<file path="config.mk">
export PLATFORM = sky130hd
export DESIGN_NAME = crc16_frame_stuffing_encoder_top
export DESIGN_NICKNAME = d
export VERILOG_FILES = /design/src/design/crcfse_pkg.sv /design/src/design/crc16_frame_stuffing_encoder_top.sv
export SDC_FILE = /design/constraint.sdc
export NUM_CORES = 1
export LEC_CHECK = 0
export ABC_AREA = 1
export BUFFER_PORTS_ARGS = -buffer_cell sky130_fd_sc_hd__buf_2
export CAP_MARGIN = 20
export CORE_MARGIN = 3
export CORE_UTILIZATION = 50
export CTS_BUF_LIST = sky130_fd_sc_hd__clkbuf_8
export CTS_CLUSTER_SIZE = 24
export DETAILED_ROUTE_END_ITERATION = 10
export HOLD_SLACK_MARGIN = 0.03
export PLACE_DENSITY = 0.69
export SYNTH_ARGS = -nofsm -noshare
export SYNTH_HDL_FRONTEND = slang
export SYNTH_SLANG_ARGS = --single-unit
</file>
<file path="constraint.sdc">
create_clock -name clk_i -period 4 [get_ports clk_i]
set_clock_uncertainty 0.05 [all_clocks]
set_input_delay 0.2 -clock clk_i [delete_from_list [all_inputs] [get_ports clk_i]]
set_output_delay 0.2 -clock clk_i [all_outputs]
set_load 0.01 [all_outputs]
</file>
<file path="src/design/crcfse_pkg.sv">
// ----------------------------------------------------------------------------
// crcfse_pkg: shared types and constants for the CRC-16 frame encoder
// Defines the CRC-16/MODBUS constants, the byte-wise CRC update and the
// per-request work entry layout.
// ----------------------------------------------------------------------------
`default_nettype none

package crcfse_pkg;

  localparam logic [15:0] CrcInit     = 16'hFFFF;
  localparam logic [15:0] CrcPoly     = 16'hA001;  // reflected 0x8005
  localparam logic [7:0]  EscapeReset = 8'h90;

  // One accepted request: up to three frame bytes, each possibly doubled.
  typedef struct packed {
    logic [7:0] byte0;
    logic [7:0] byte1;
    logic [7:0] byte2;
    logic [2:0] dbl;        // doubling flag per byte, bit k for byte k
    logic       frame_end;  // bytes 1 and 2 hold the CRC
  } work_t;

  // Byte-wise reflected CRC update, eight shift/xor steps.
  function automatic logic [15:0] crc16_update(input logic [15:0] crc,
                                               input logic [7:0]  data);
    logic [15:0] c;
    c = crc ^ {8'h00, data};
    for (int k = 0; k < 8; k++) begin
      if (c[0]) begin
        c = (c >> 1) ^ CrcPoly;
      end else begin
        c = c >> 1;
      end
    end
    return c;
  endfunction

endpackage

`default_nettype wire

</file>
<file path="src/design/crc16_frame_stuffing_encoder_top.sv">
// ----------------------------------------------------------------------------
// crc16_frame_stuffing_encoder_top: CRC-16/MODBUS frame encoder with byte stuffing
// Appends the frame CRC and doubles escape bytes found after the frame header.
// ----------------------------------------------------------------------------
// Usage:
//   Slave side (s_axis_*): one payload byte per request; tlast marks the final
//   payload byte of a frame. Master side (m_axis_*): bytes for the serial line;
//   tlast marks the last byte caused by one input request, tuser[0] marks the
//   final byte of the frame (last CRC byte, or its second copy).
//   A request yields 1 or 2 output bytes, or 3 to 6 when it ends the frame
//   (payload byte + CRC low + CRC high, each doubled when it equals the escape
//   code and sits at frame position HEADER_UNSTUFFED or later).
//   A request is held in the work register, its bytes then pass through the
//   output register. Throughput: one output byte per cycle while
//   m_axis_tready is high, set by the single output register. A request holds
//   the work register until its last byte moves on; with single byte results
//   a new request is taken every cycle while m_axis_tready is high.
//   Stall: with the output register full and m_axis_tready low, it holds, the
//   work register stops, and s_axis_tready drops once the work register is full.
//   Reset: CRC = 0xFFFF, position = 0, escape code = 0x90, all queues empty.
//   cfg_we_i/cfg_wdata_i write the escape code; write only while idle.
// ----------------------------------------------------------------------------
`default_nettype none

module crc16_frame_stuffing_encoder_top #(
  parameter int HEADER_UNSTUFFED = 3
) (
  input  wire logic       clk_i,
  input  wire logic       rst_ni,
  // configuration
  input  wire logic       cfg_we_i,
  input  wire logic [7:0] cfg_wdata_i,
  // input stream
  input  wire logic       s_axis_tvalid,
  output logic            s_axis_tready,
  input  wire logic [7:0] s_axis_tdata,   // [7:0] data_byte
  input  wire logic       s_axis_tlast,   // frame_end
  // output stream
  output logic            m_axis_tvalid,
  input  wire logic       m_axis_tready,
  output logic [7:0]      m_axis_tdata,   // [7:0] tx_byte
  output logic            m_axis_tlast,   // run_last
  output logic [0:0]      m_axis_tuser    // [0] frame_done
);

  // Position counter saturates at the header length.
  localparam int PosW = (HEADER_UNSTUFFED < 1) ? 1 : $clog2(HEADER_UNSTUFFED + 1);
  localparam logic [PosW-1:0] HdrPos = PosW'(HEADER_UNSTUFFED);

  function automatic logic [PosW-1:0] pos_next(input logic [PosW-1:0] p);
    return (p >= HdrPos) ? p : p + PosW'(1);
  endfunction

  // Frame state and configuration
  logic [15:0]     crc_q, crc_d;
  logic [PosW-1:0] pos_q, pos_d;
  logic [7:0]      escape_q;

  // Work register: one accepted request being emitted
  logic               work_valid_q, work_valid_d;
  crcfse_pkg::work_t  work_q, work_d;
  logic [1:0]         idx_q, idx_d;    // byte within the request
  logic               copy_q, copy_d;  // second copy of a doubled byte

  // Output register
  logic       out_valid_q, out_valid_d;
  logic [7:0] out_byte_q, out_byte_d;
  logic       out_last_q, out_last_d;
  logic       out_done_q, out_done_d;

  // Current result selection
  logic [7:0] cur_byte;
  logic       cur_dbl;
  logic       byte_end;   // last copy of the current byte
  logic       item_end;   // last result of the request
  logic       adv;        // a result moves into the output register
  logic       accept;

  // Accept-time computation
  logic [15:0]     crc_new;
  logic [PosW-1:0] pos1, pos2;

  always_comb begin
    unique case (idx_q)
      2'd0:    begin cur_byte = work_q.byte0; cur_dbl = work_q.dbl[0]; end
      2'd1:    begin cur_byte = work_q.byte1; cur_dbl = work_q.dbl[1]; end
      2'd2:    begin cur_byte = work_q.byte2; cur_dbl = work_q.dbl[2]; end
      default: begin cur_byte = work_q.byte2; cur_dbl = 1'b0; end
    endcase
  end

  assign byte_end = copy_q || !cur_dbl;
  assign item_end = byte_end && (work_q.frame_end ? (idx_q == 2'd2) : (idx_q == 2'd0));
  assign adv      = work_valid_q && (!out_valid_q || m_axis_tready);

  assign s_axis_tready = !work_valid_q || (adv && item_end);
  assign accept        = s_axis_tvalid && s_axis_tready;

  assign crc_new = crcfse_pkg::crc16_update(crc_q, s_axis_tdata);
  assign pos1    = pos_next(pos_q);
  assign pos2    = pos_next(pos1);

  always_comb begin
    crc_d        = crc_q;
    pos_d        = pos_q;
    work_d       = work_q;
    work_valid_d = work_valid_q;
    idx_d        = idx_q;
    copy_d       = copy_q;
    out_valid_d  = out_valid_q;
    out_byte_d   = out_byte_q;
    out_last_d   = out_last_q;
    out_done_d   = out_done_q;

    // Sequencer: step through bytes and copies of the work register
    if (adv) begin
      out_valid_d = 1'b1;
      out_byte_d  = cur_byte;
      out_last_d  = item_end;
      out_done_d  = item_end && work_q.frame_end;
      if (!byte_end) begin
        copy_d = 1'b1;
      end else begin
        copy_d = 1'b0;
        idx_d  = idx_q + 2'd1;
      end
      if (item_end) begin
        work_valid_d = 1'b0;
      end
    end else if (m_axis_tready) begin
      out_valid_d = 1'b0;
    end

    // New request: fold into CRC, decide stuffing per frame position
    if (accept) begin
      work_valid_d     = 1'b1;
      idx_d            = 2'd0;
      copy_d           = 1'b0;
      work_d.byte0     = s_axis_tdata;
      work_d.byte1     = crc_new[7:0];
      work_d.byte2     = crc_new[15:8];
      work_d.frame_end = s_axis_tlast;
      work_d.dbl[0]    = (pos_q >= HdrPos) && (s_axis_tdata == escape_q);
      work_d.dbl[1]    = (pos1 >= HdrPos) && (crc_new[7:0] == escape_q);
      work_d.dbl[2]    = (pos2 >= HdrPos) && (crc_new[15:8] == escape_q);
      if (s_axis_tlast) begin
        crc_d = crcfse_pkg::CrcInit;
        pos_d = '0;
      end else begin
        crc_d = crc_new;
        pos_d = pos1;
      end
    end
  end

  always_ff @(posedge clk_i or negedge rst_ni) begin
    if (!rst_ni) begin
      crc_q        <= crcfse_pkg::CrcInit;
      pos_q        <= '0;
      escape_q     <= crcfse_pkg::EscapeReset;
      work_valid_q <= 1'b0;
      idx_q        <= 2'd0;
      copy_q       <= 1'b0;
      out_valid_q  <= 1'b0;
    end else begin
      crc_q        <= crc_d;
      pos_q        <= pos_d;
      work_valid_q <= work_valid_d;
      idx_q        <= idx_d;
      copy_q       <= copy_d;
      out_valid_q  <= out_valid_d;
      if (cfg_we_i) begin
        escape_q <= cfg_wdata_i;
      end
    end
  end

  // Payload registers, no reset
  always_ff @(posedge clk_i) begin
    work_q     <= work_d;
    out_byte_q <= out_byte_d;
    out_last_q <= out_last_d;
    out_done_q <= out_done_d;
  end

  assign m_axis_tvalid   = out_valid_q;
  assign m_axis_tdata    = out_byte_q;
  assign m_axis_tlast    = out_last_q;
  assign m_axis_tuser[0] = out_done_q;

  // --------------------------------------------------------------------------
  // Assertions
  // --------------------------------------------------------------------------
  a_frame_reset: assert property (@(posedge clk_i) disable iff (!rst_ni)
    (accept && s_axis_tlast) |=> (crc_q == crcfse_pkg::CrcInit && pos_q == '0))
    else $error("CRC/position not restored after frame end");

  a_done_is_last: assert property (@(posedge clk_i) disable iff (!rst_ni)
    (m_axis_tvalid && m_axis_tuser[0]) |-> m_axis_tlast)
    else $error("frame_done without run_last");

  a_copy_only_dbl: assert property (@(posedge clk_i) disable iff (!rst_ni)
    (work_valid_q && copy_q) |-> cur_dbl)
    else $error("second copy of a byte that is not doubled");

  a_idx_range: assert property (@(posedge clk_i) disable iff (!rst_ni)
    (work_valid_q && !work_q.frame_end) |-> (idx_q == 2'd0))
    else $error("byte index past a single-byte request");

endmodule

`default_nettype wire
</file>
==> reports/qor.csv, run 1 <==
stage,metric,value,unit
sta,rsz0062_at_grt,false,
critical_path,critPathTopFamily,buffers and inverters,
min_path,hold_class,in -> reg,
critical_path,cp_slowest_cell,ha_1,
sta,drv_slew,0,
sta,fin_ws,1320,ps
cells_and_area,drive_gt1_frac,0.271,
placed_design,dp_slack,1310,ps
power_and_ir_drop,ir_worst_vdd,0.000387,V
min_path,hold_depth,4,
min_path,min_to,m_axis_tvalid$_DFFE_PN0P_,
sta,maxSlewHeadroom,0.529,
critical_path,end_kind,flop,
sta,min_period,2680,ps
clocking,htreeDepth,3,
placed_design,io_buffers,33,
cells_and_area,layout_common_cells,"nand2_1, inv_1, edfxtp_1, buf_2, nor2_1",
critical_path,required,3950,ps
clocking,clockBufferDepth,2,
cells_and_area,insertedDiodeCount,0,
synth,ys_warn_count,0,
synth,synth_top_cell_by_area,edfxtp_1,
sta,period_share,0.669,
synth,synth_edf_count,38,
floorplan,dieArea,0.00787,mm^2
critical_path,cp.arrival,2630,ps
placed_design,hpwl,5.12,mm
route,route.detailed.drc,0,
run_status,status,completed,
job,maxCapViolCount,0,
floorplan,die_w,88.7,um
critical_path,r2r-end,work_q[24]$_DFFE_PP_,
global_routing,grt_pass1_vias,2388,
sta,finalSetupViolCount,0,
floorplan,die_y,88.7,um
clocking,post-cts-setup-buffer-count,0,
critical_path,worstPathBufferInverterCount,4,
min_path,worst_hold_startpoint,m_axis_tready,
sta,setup_tns,0,ps
global_routing,grt_pass1_wl,11.5,mm
synth,synth_cell_types,36,
critical_path,rrSetupSlack,1320,ps
floorplan,core_area,0.00649,mm^2
synth,syn_nets,363,
synth,syn_area,0.00342,mm^2
cells_and_area,seq_area,0.00194,mm^2
synth,syn_inst,337,
floorplan,row_count,29,
synth,synth_seq_cells,69,
cells_and_area,nFillCells,519,
global_routing,grt_start_max_net_pins,35,
clocking,cts_made_buffers,9,
cells_and_area,multi_input_area,0.00127,mm^2
floorplan,start_util,0.526,
synth,synthArstFlopShare,0.449,
synth,avgSynthCellArea,10.1,um^2
synth,synth_top_area_frac,0.334,
sta,worstMarginPinSlew,707,ps
critical_path,r2r_start,idx_q[0]$_DFFE_PN0P_,
clocking,cts_tree,built,
cells_and_area,area_growth,15.6,%
critical_path,crit_fanout,34,
critical_path,ff2ff_path_depth,10,
route,num_vias,2420,
critical_path,cpPeakStageDelay,430,ps
cells_and_area,final_common_cell,nand2_1,
power_and_ir_drop,p_leak,0.00179,uW
global_routing,grt-ovfl-total,0,
clocking,cts.sinks,69,
route,wl_per_cell,14.9,um
placed_design,gp_congestion,0.825,
critical_path,critPathLaunchType,flop,
critical_path,critPathKind,reg -> reg,
critical_path,path_cells,inv_1 > ha_1 > nor2_1 > nor2_1 > and2_1 > inv_2 > o21ai_2 > nand2_2 > clkinv_1 > buf_4,
critical_path,cpMostUsedCell,nor2_1,
route,vias_per_cell,5.17,
route,initialDrtViolationCount,106,
route,dr.pass1.iters,5,
cells_and_area,fin_nets,412,
global_routing,grt_usage,0.201,
power_and_ir_drop,pwr_density_cell,815,mW/mm^2
sta,fmax,374,MHz
global_routing,antenna_found_initial,0,
clocking,clk_pin_slew,70,ps
cells_and_area,utilization,0.608,
route,wirelength,6.99,mm
synth,ys_seq_area_frac,0.567,
synth,ys.flop_type,edfxtp_1,
clocking,cts_root_buffer,clkbuf_8,
floorplan,ios,34,
clocking,clock_latency,340,ps
route,antenna_left,0,
sta,final_hold_viol_count,0,
synth,synthTopCellsByArea,"edfxtp_1, dfstp_2, dfrtp_1, nand2_1, inv_1",
-- logic make-up (layout without fill, tap and decap cells) --
kind of cell | after synthesis | in the layout | share of synthesized area
compound gates | 48 | 48 | 0.0908
xor+xnor | 20 | 20 | 0.0597
buf+inv | 54 | 108 | 0.0622
fa+ha+maj | 4 | 4 | 0.0146
simple gates | 142 | 142 | 0.205
flops | 69 | 69 | 0.567
-- worst min-delay path, stage by stage --
cell,delay (ps)
buf_2,70
inv_1,30
nand2_1,60
nand2_1,50
-- per-stage QoR --
stage	cells	cell area [um^2]	total power, uW	hold slack, ps
floorplan	337	3420	2300	-146
global placement	443	3660	2630	252
detailed placement	443	3660	2660	239
CTS	468	3950	3240	53.0
global route	468	3950	3470	63.7
finish	468	3950	3220	67.3
-- state kept, by name (all words and copies together) (netlist names) --
name / cells
copy_q: 1
work_q: 28
m_axis_tvalid: 1
m_axis_tdata: 8
escape_q: 8
work_valid_q: 1
crc_q: 16
pos_q: 2
m_axis_tuser: 1
idx_q: 2
m_axis_tlast: 1
-- layout make-up --
| cell class | count | share of cell area |
|---|---|---|
| well taps | 77 | 0.0244 |
| multi-input cells | 214 | 0.320 |
| inverters | 49 | 0.0472 |
| clock inverters | 6 | 0.0158 |
| repair buffers | 43 | 0.0665 |
| clock buffers | 10 | 0.0348 |
| flip-flops and latches | 69 | 0.491 |
-- power by group --
group | switching (uW) | total, uW | internal, uW
Combinational | 910 | 1380 | 471
Clock | 265 | 567 | 303
Sequential | 128 | 1270 | 1140
Total | 1300 | 3220 | 1920
-- worst max path at each step --
| stage | slack (ps) | cells after the start | endpoint | start |
|---|---|---|---|---|
| 2_1_floorplan | 1370 | 12 | crc_q[14]$_DFFE_PN1P_ | idx_q[0]$_DFFE_PN0P_ |
| 3_3_place_gp | 1400 | 10 | work_q[22]$_DFFE_PP_ | idx_q[0]$_DFFE_PN0P_ |
| 3_5_place_dp | 1310 | 10 | work_q[22]$_DFFE_PP_ | idx_q[0]$_DFFE_PN0P_ |
| 4_1_cts | 1280 | 10 | work_q[23]$_DFFE_PP_ | idx_q[0]$_DFFE_PN0P_ |
| 5_1_grt | 1010 | 10 | work_q[14]$_DFFE_PP_ | idx_q[0]$_DFFE_PN0P_ |
| 6_report | 1320 | 10 | work_q[24]$_DFFE_PP_ | idx_q[0]$_DFFE_PN0P_ |
-- metal layers --
layer	share of wire	global-route usage	wire length (um)
met5	0	0	0
met3	0.060	0.0326	417
met2	0.48	0.327	3350
met4	0.020	0.0948	138
met1	0.44	0.263	3080
-- synthesized netlist by cell type (3+ instances only) --
master    number
inv_2          5
o22ai_1        6
a21oi_1        6
buf_2          3
nand3_1       10
xnor2_1        7
xor2_1        10
dfrtp_1       13
o21ai_0       13
nor3_1         3
nand2_2       14
inv_1         41
ha_1           4
dfstp_2       18
nand3_2        5
nand2_1       73
nand2_4        7
edfxtp_1      38
nor2_1        23
a22oi_1       18
-- repair_timing --
item                       CTS  global route
setup endpoints to repair    0             0
hold endpoints to repair    21             0
hold buffers                 9             0
resized for setup            0             0
Note: power is estimated with default switching activity, not from simulation.
==> run 2, diff against run 1 <==
--- a/config.mk
+++ b/config.mk
@@ -14,7 +14,7 @@
 export CTS_CLUSTER_SIZE = 24
 export DETAILED_ROUTE_END_ITERATION = 10
 export HOLD_SLACK_MARGIN = 0.03
-export PLACE_DENSITY = 0.69
+export PLACE_DENSITY = 0.72
 export SYNTH_ARGS = -nofsm -noshare
 export SYNTH_HDL_FRONTEND = slang
 export SYNTH_SLANG_ARGS = --single-unit
==> constraint.sdc (replaced) <==
create_clock -name clk_i -period 2.2 [get_ports clk_i]
set_clock_uncertainty 0.05 [all_clocks]
set_input_delay 0.11 -clock clk_i [delete_from_list [all_inputs] [get_ports clk_i]]
set_output_delay 0.11 -clock clk_i [all_outputs]
set_load 0.01 [all_outputs]
==> reports/qor.csv, run 2 (synthesized netlist as in run 1, its figures left out) <==
stage,metric,value,unit
run_status,status,completed,
power_and_ir_drop,p_switching,2630,uW
power_and_ir_drop,clkPwrFrac,0.178,
floorplan,die_w,88.7,um
clocking,cts_tree,built,
floorplan,ios,34,
cells_and_area,largestRegisters,"work_q x28, crc_q x16",
route,vias_per_cell,5.20,
sta,final_hold_viol_count,0,
placed_design,placed_area,0.00373,mm^2
floorplan,row_count,29,
placed_design,gp_congestion,0.851,
job,maxCapViolCount,0,
clocking,clock_latency,350,ps
floorplan,dieArea,0.00787,mm^2
route,dr.pass1.iters,5,
critical_path,end_kind,flop,
critical_path,critPathKind,reg -> reg,
sta,maxSlewHeadroom,0.522,
route,antenna_left,0,
sta,setup_tns,0,ps
cells_and_area,multi_input_area,0.00134,mm^2
cells_and_area,drive_gt1_frac,0.331,
critical_path,path_cells,inv_2 > nand2_2 > nand2_2 > nand2_2 > nand2_4 > inv_4 > nor2_1 > nor3_2 > nand2_1 > nor2_1 > nand2_1 > nor2_1 > nand3_1 > nor2_1,
global_routing,grt_usage,0.218,
global_routing,antenna_found_initial,0,
cells_and_area,largest_reg_flops,28,
critical_path,cpPeakStageDelay,560,ps
clocking,cts_made_buffers,9,
sta,worstMarginPinSlew,717,ps
floorplan,start_util,0.526,
sta,finalSetupViolCount,0,
power_and_ir_drop,sw_frac_of_total,0.401,
cells_and_area,fin_nets,441,
global_routing,grt-ovfl-total,0,
placed_design,io_buffers,33,
power_and_ir_drop,power.total,6560,uW
critical_path,required,2350,ps
clocking,clk_pin_slew,80,ps
route,initialDrtViolationCount,158,
route,wirelength,7.74,mm
clocking,clockBufferDepth,2,
min_path,hold_depth,3,
route,num_vias,2582,
critical_path,critPathLaunchType,flop,
cells_and_area,final_area,0.00431,mm^2
global_routing,grt_pass1_vias,2525,
sta,drv_slew,0,
cells_and_area,nFillCells,479,
cells_and_area,seq_area,0.00194,mm^2
global_routing,grt_start_max_net_pins,37,
critical_path,cp.arrival,2270,ps
sta,fmax,472,MHz
critical_path,ff2ff_path_depth,14,
cells_and_area,final_common_cell,nand2_1,
power_and_ir_drop,power.internal,3930,uW
min_path,hold_class,in -> reg,
cells_and_area,top_register,work_q,
placed_design,hpwl,5.35,mm
critical_path,crit_fanout,4,
sta,min_period,2120,ps
clocking,htreeDepth,3,
clocking,cts.sinks,69,
sta,period_share,0.964,
global_routing,grt_pass1_wl,12.6,mm
cells_and_area,area_growth,26.0,%
power_and_ir_drop,p_leak,0.00197,uW
sta,hold_ws,36.6,ps
critical_path,cpMostUsedCell,nor2_1,
cells_and_area,insertedDiodeCount,0,
power_and_ir_drop,pwr_density_cell,1520,mW/mm^2
power_and_ir_drop,power_frac_seq,0.355,
clocking,cts_root_buffer,clkbuf_8,
power_and_ir_drop,ir_worst_vdd,0.000794,V
cells_and_area,layout_common_cells,"nand2_1, inv_1, edfxtp_1, buf_2, nor2_1",
floorplan,core_area,0.00649,mm^2
floorplan,die_y,88.7,um
route,route.detailed.drc,0,
power_and_ir_drop,power_frac_comb,0.467,
critical_path,cp_slowest_cell,dfstp_2,
route,wl_per_cell,15.6,um
==> run 2: final timing paths <==
path / from / to / slack [ps]
worst max-delay path: crc_q[2]$_DFFE_PN1P_ / work_q[3]$_DFFE_PP_ / 80
worst min-delay path: cfg_we_i / escape_q[4]$_DFFE_PN1P_ / 40
worst max register to register: crc_q[2]$_DFFE_PN1P_ / work_q[3]$_DFFE_PP_ / 80
worst min register to register: m_axis_tvalid$_DFFE_PN0P_ / m_axis_tvalid$_DFFE_PN0P_ / 450
max in group asynchronous: rst_ni / escape_q[6]$_DFFE_PN0P_ / 1330
min in group asynchronous: rst_ni / m_axis_tvalid$_DFFE_PN0P_ / 300
==> run 2: routing by layer <==
metal / part of all wire / routed length [um] / global-route usage / vias up
met5: 0 / 0 / 0 / -
met3: 0.050 / 384 / 0.0493 / 13
li1: - / - / - / 1271
met1: 0.45 / 3490 / 0.293 / 1214
met2: 0.48 / 3710 / 0.341 / 84
met4: 0.020 / 151 / 0.0920 / 0
==> run 2: cell type report <==
class / count / area share
Clock buffer: 9 / 0.0288
Clock inverter: 7 / 0.0227
Inverter: 49 / 0.0456
Multi-Input combinational cell: 214 / 0.311
Sequential cell: 69 / 0.450
Tap cell: 77 / 0.0224
Timing Repair Buffer: 72 / 0.119
==> run 2: power groups by stage <==
stage	registers, uW	logic, uW	clock network (uW)
after floorplan	2340	1840	0
after global placement	2320	2620	0
after detailed placement	2330	2660	0
after CTS	2310	2700	1180
after global routing	2380	3410	1250
final	2320	3060	1170
==> run 2: through the flow <==
step	util	worst slack, ps	cells
floorplan	-	109	337
global placement	0.575	136	452
detailed placement	0.575	70.9	452
CTS	0.640	39.5	488
global route	0.663	-29.6	497
finish	0.663	79.8	497
==> run 2: repair_timing <==
action | 4_1_cts | 5_1_grt
resized for setup | 0 | 23
hold buffers | 20 | 0
hold endpoints to repair | 32 | 0
buffers inserted | 0 | 9
setup endpoints to repair | 0 | 50
==> run 2: worst max-delay path, delay by kind of cell (launching register included) <==
family,cells,cell delay [ps]
AND/OR/NAND/NOR,12,1210
flip-flops,1,560
buffers and inverters,2,130
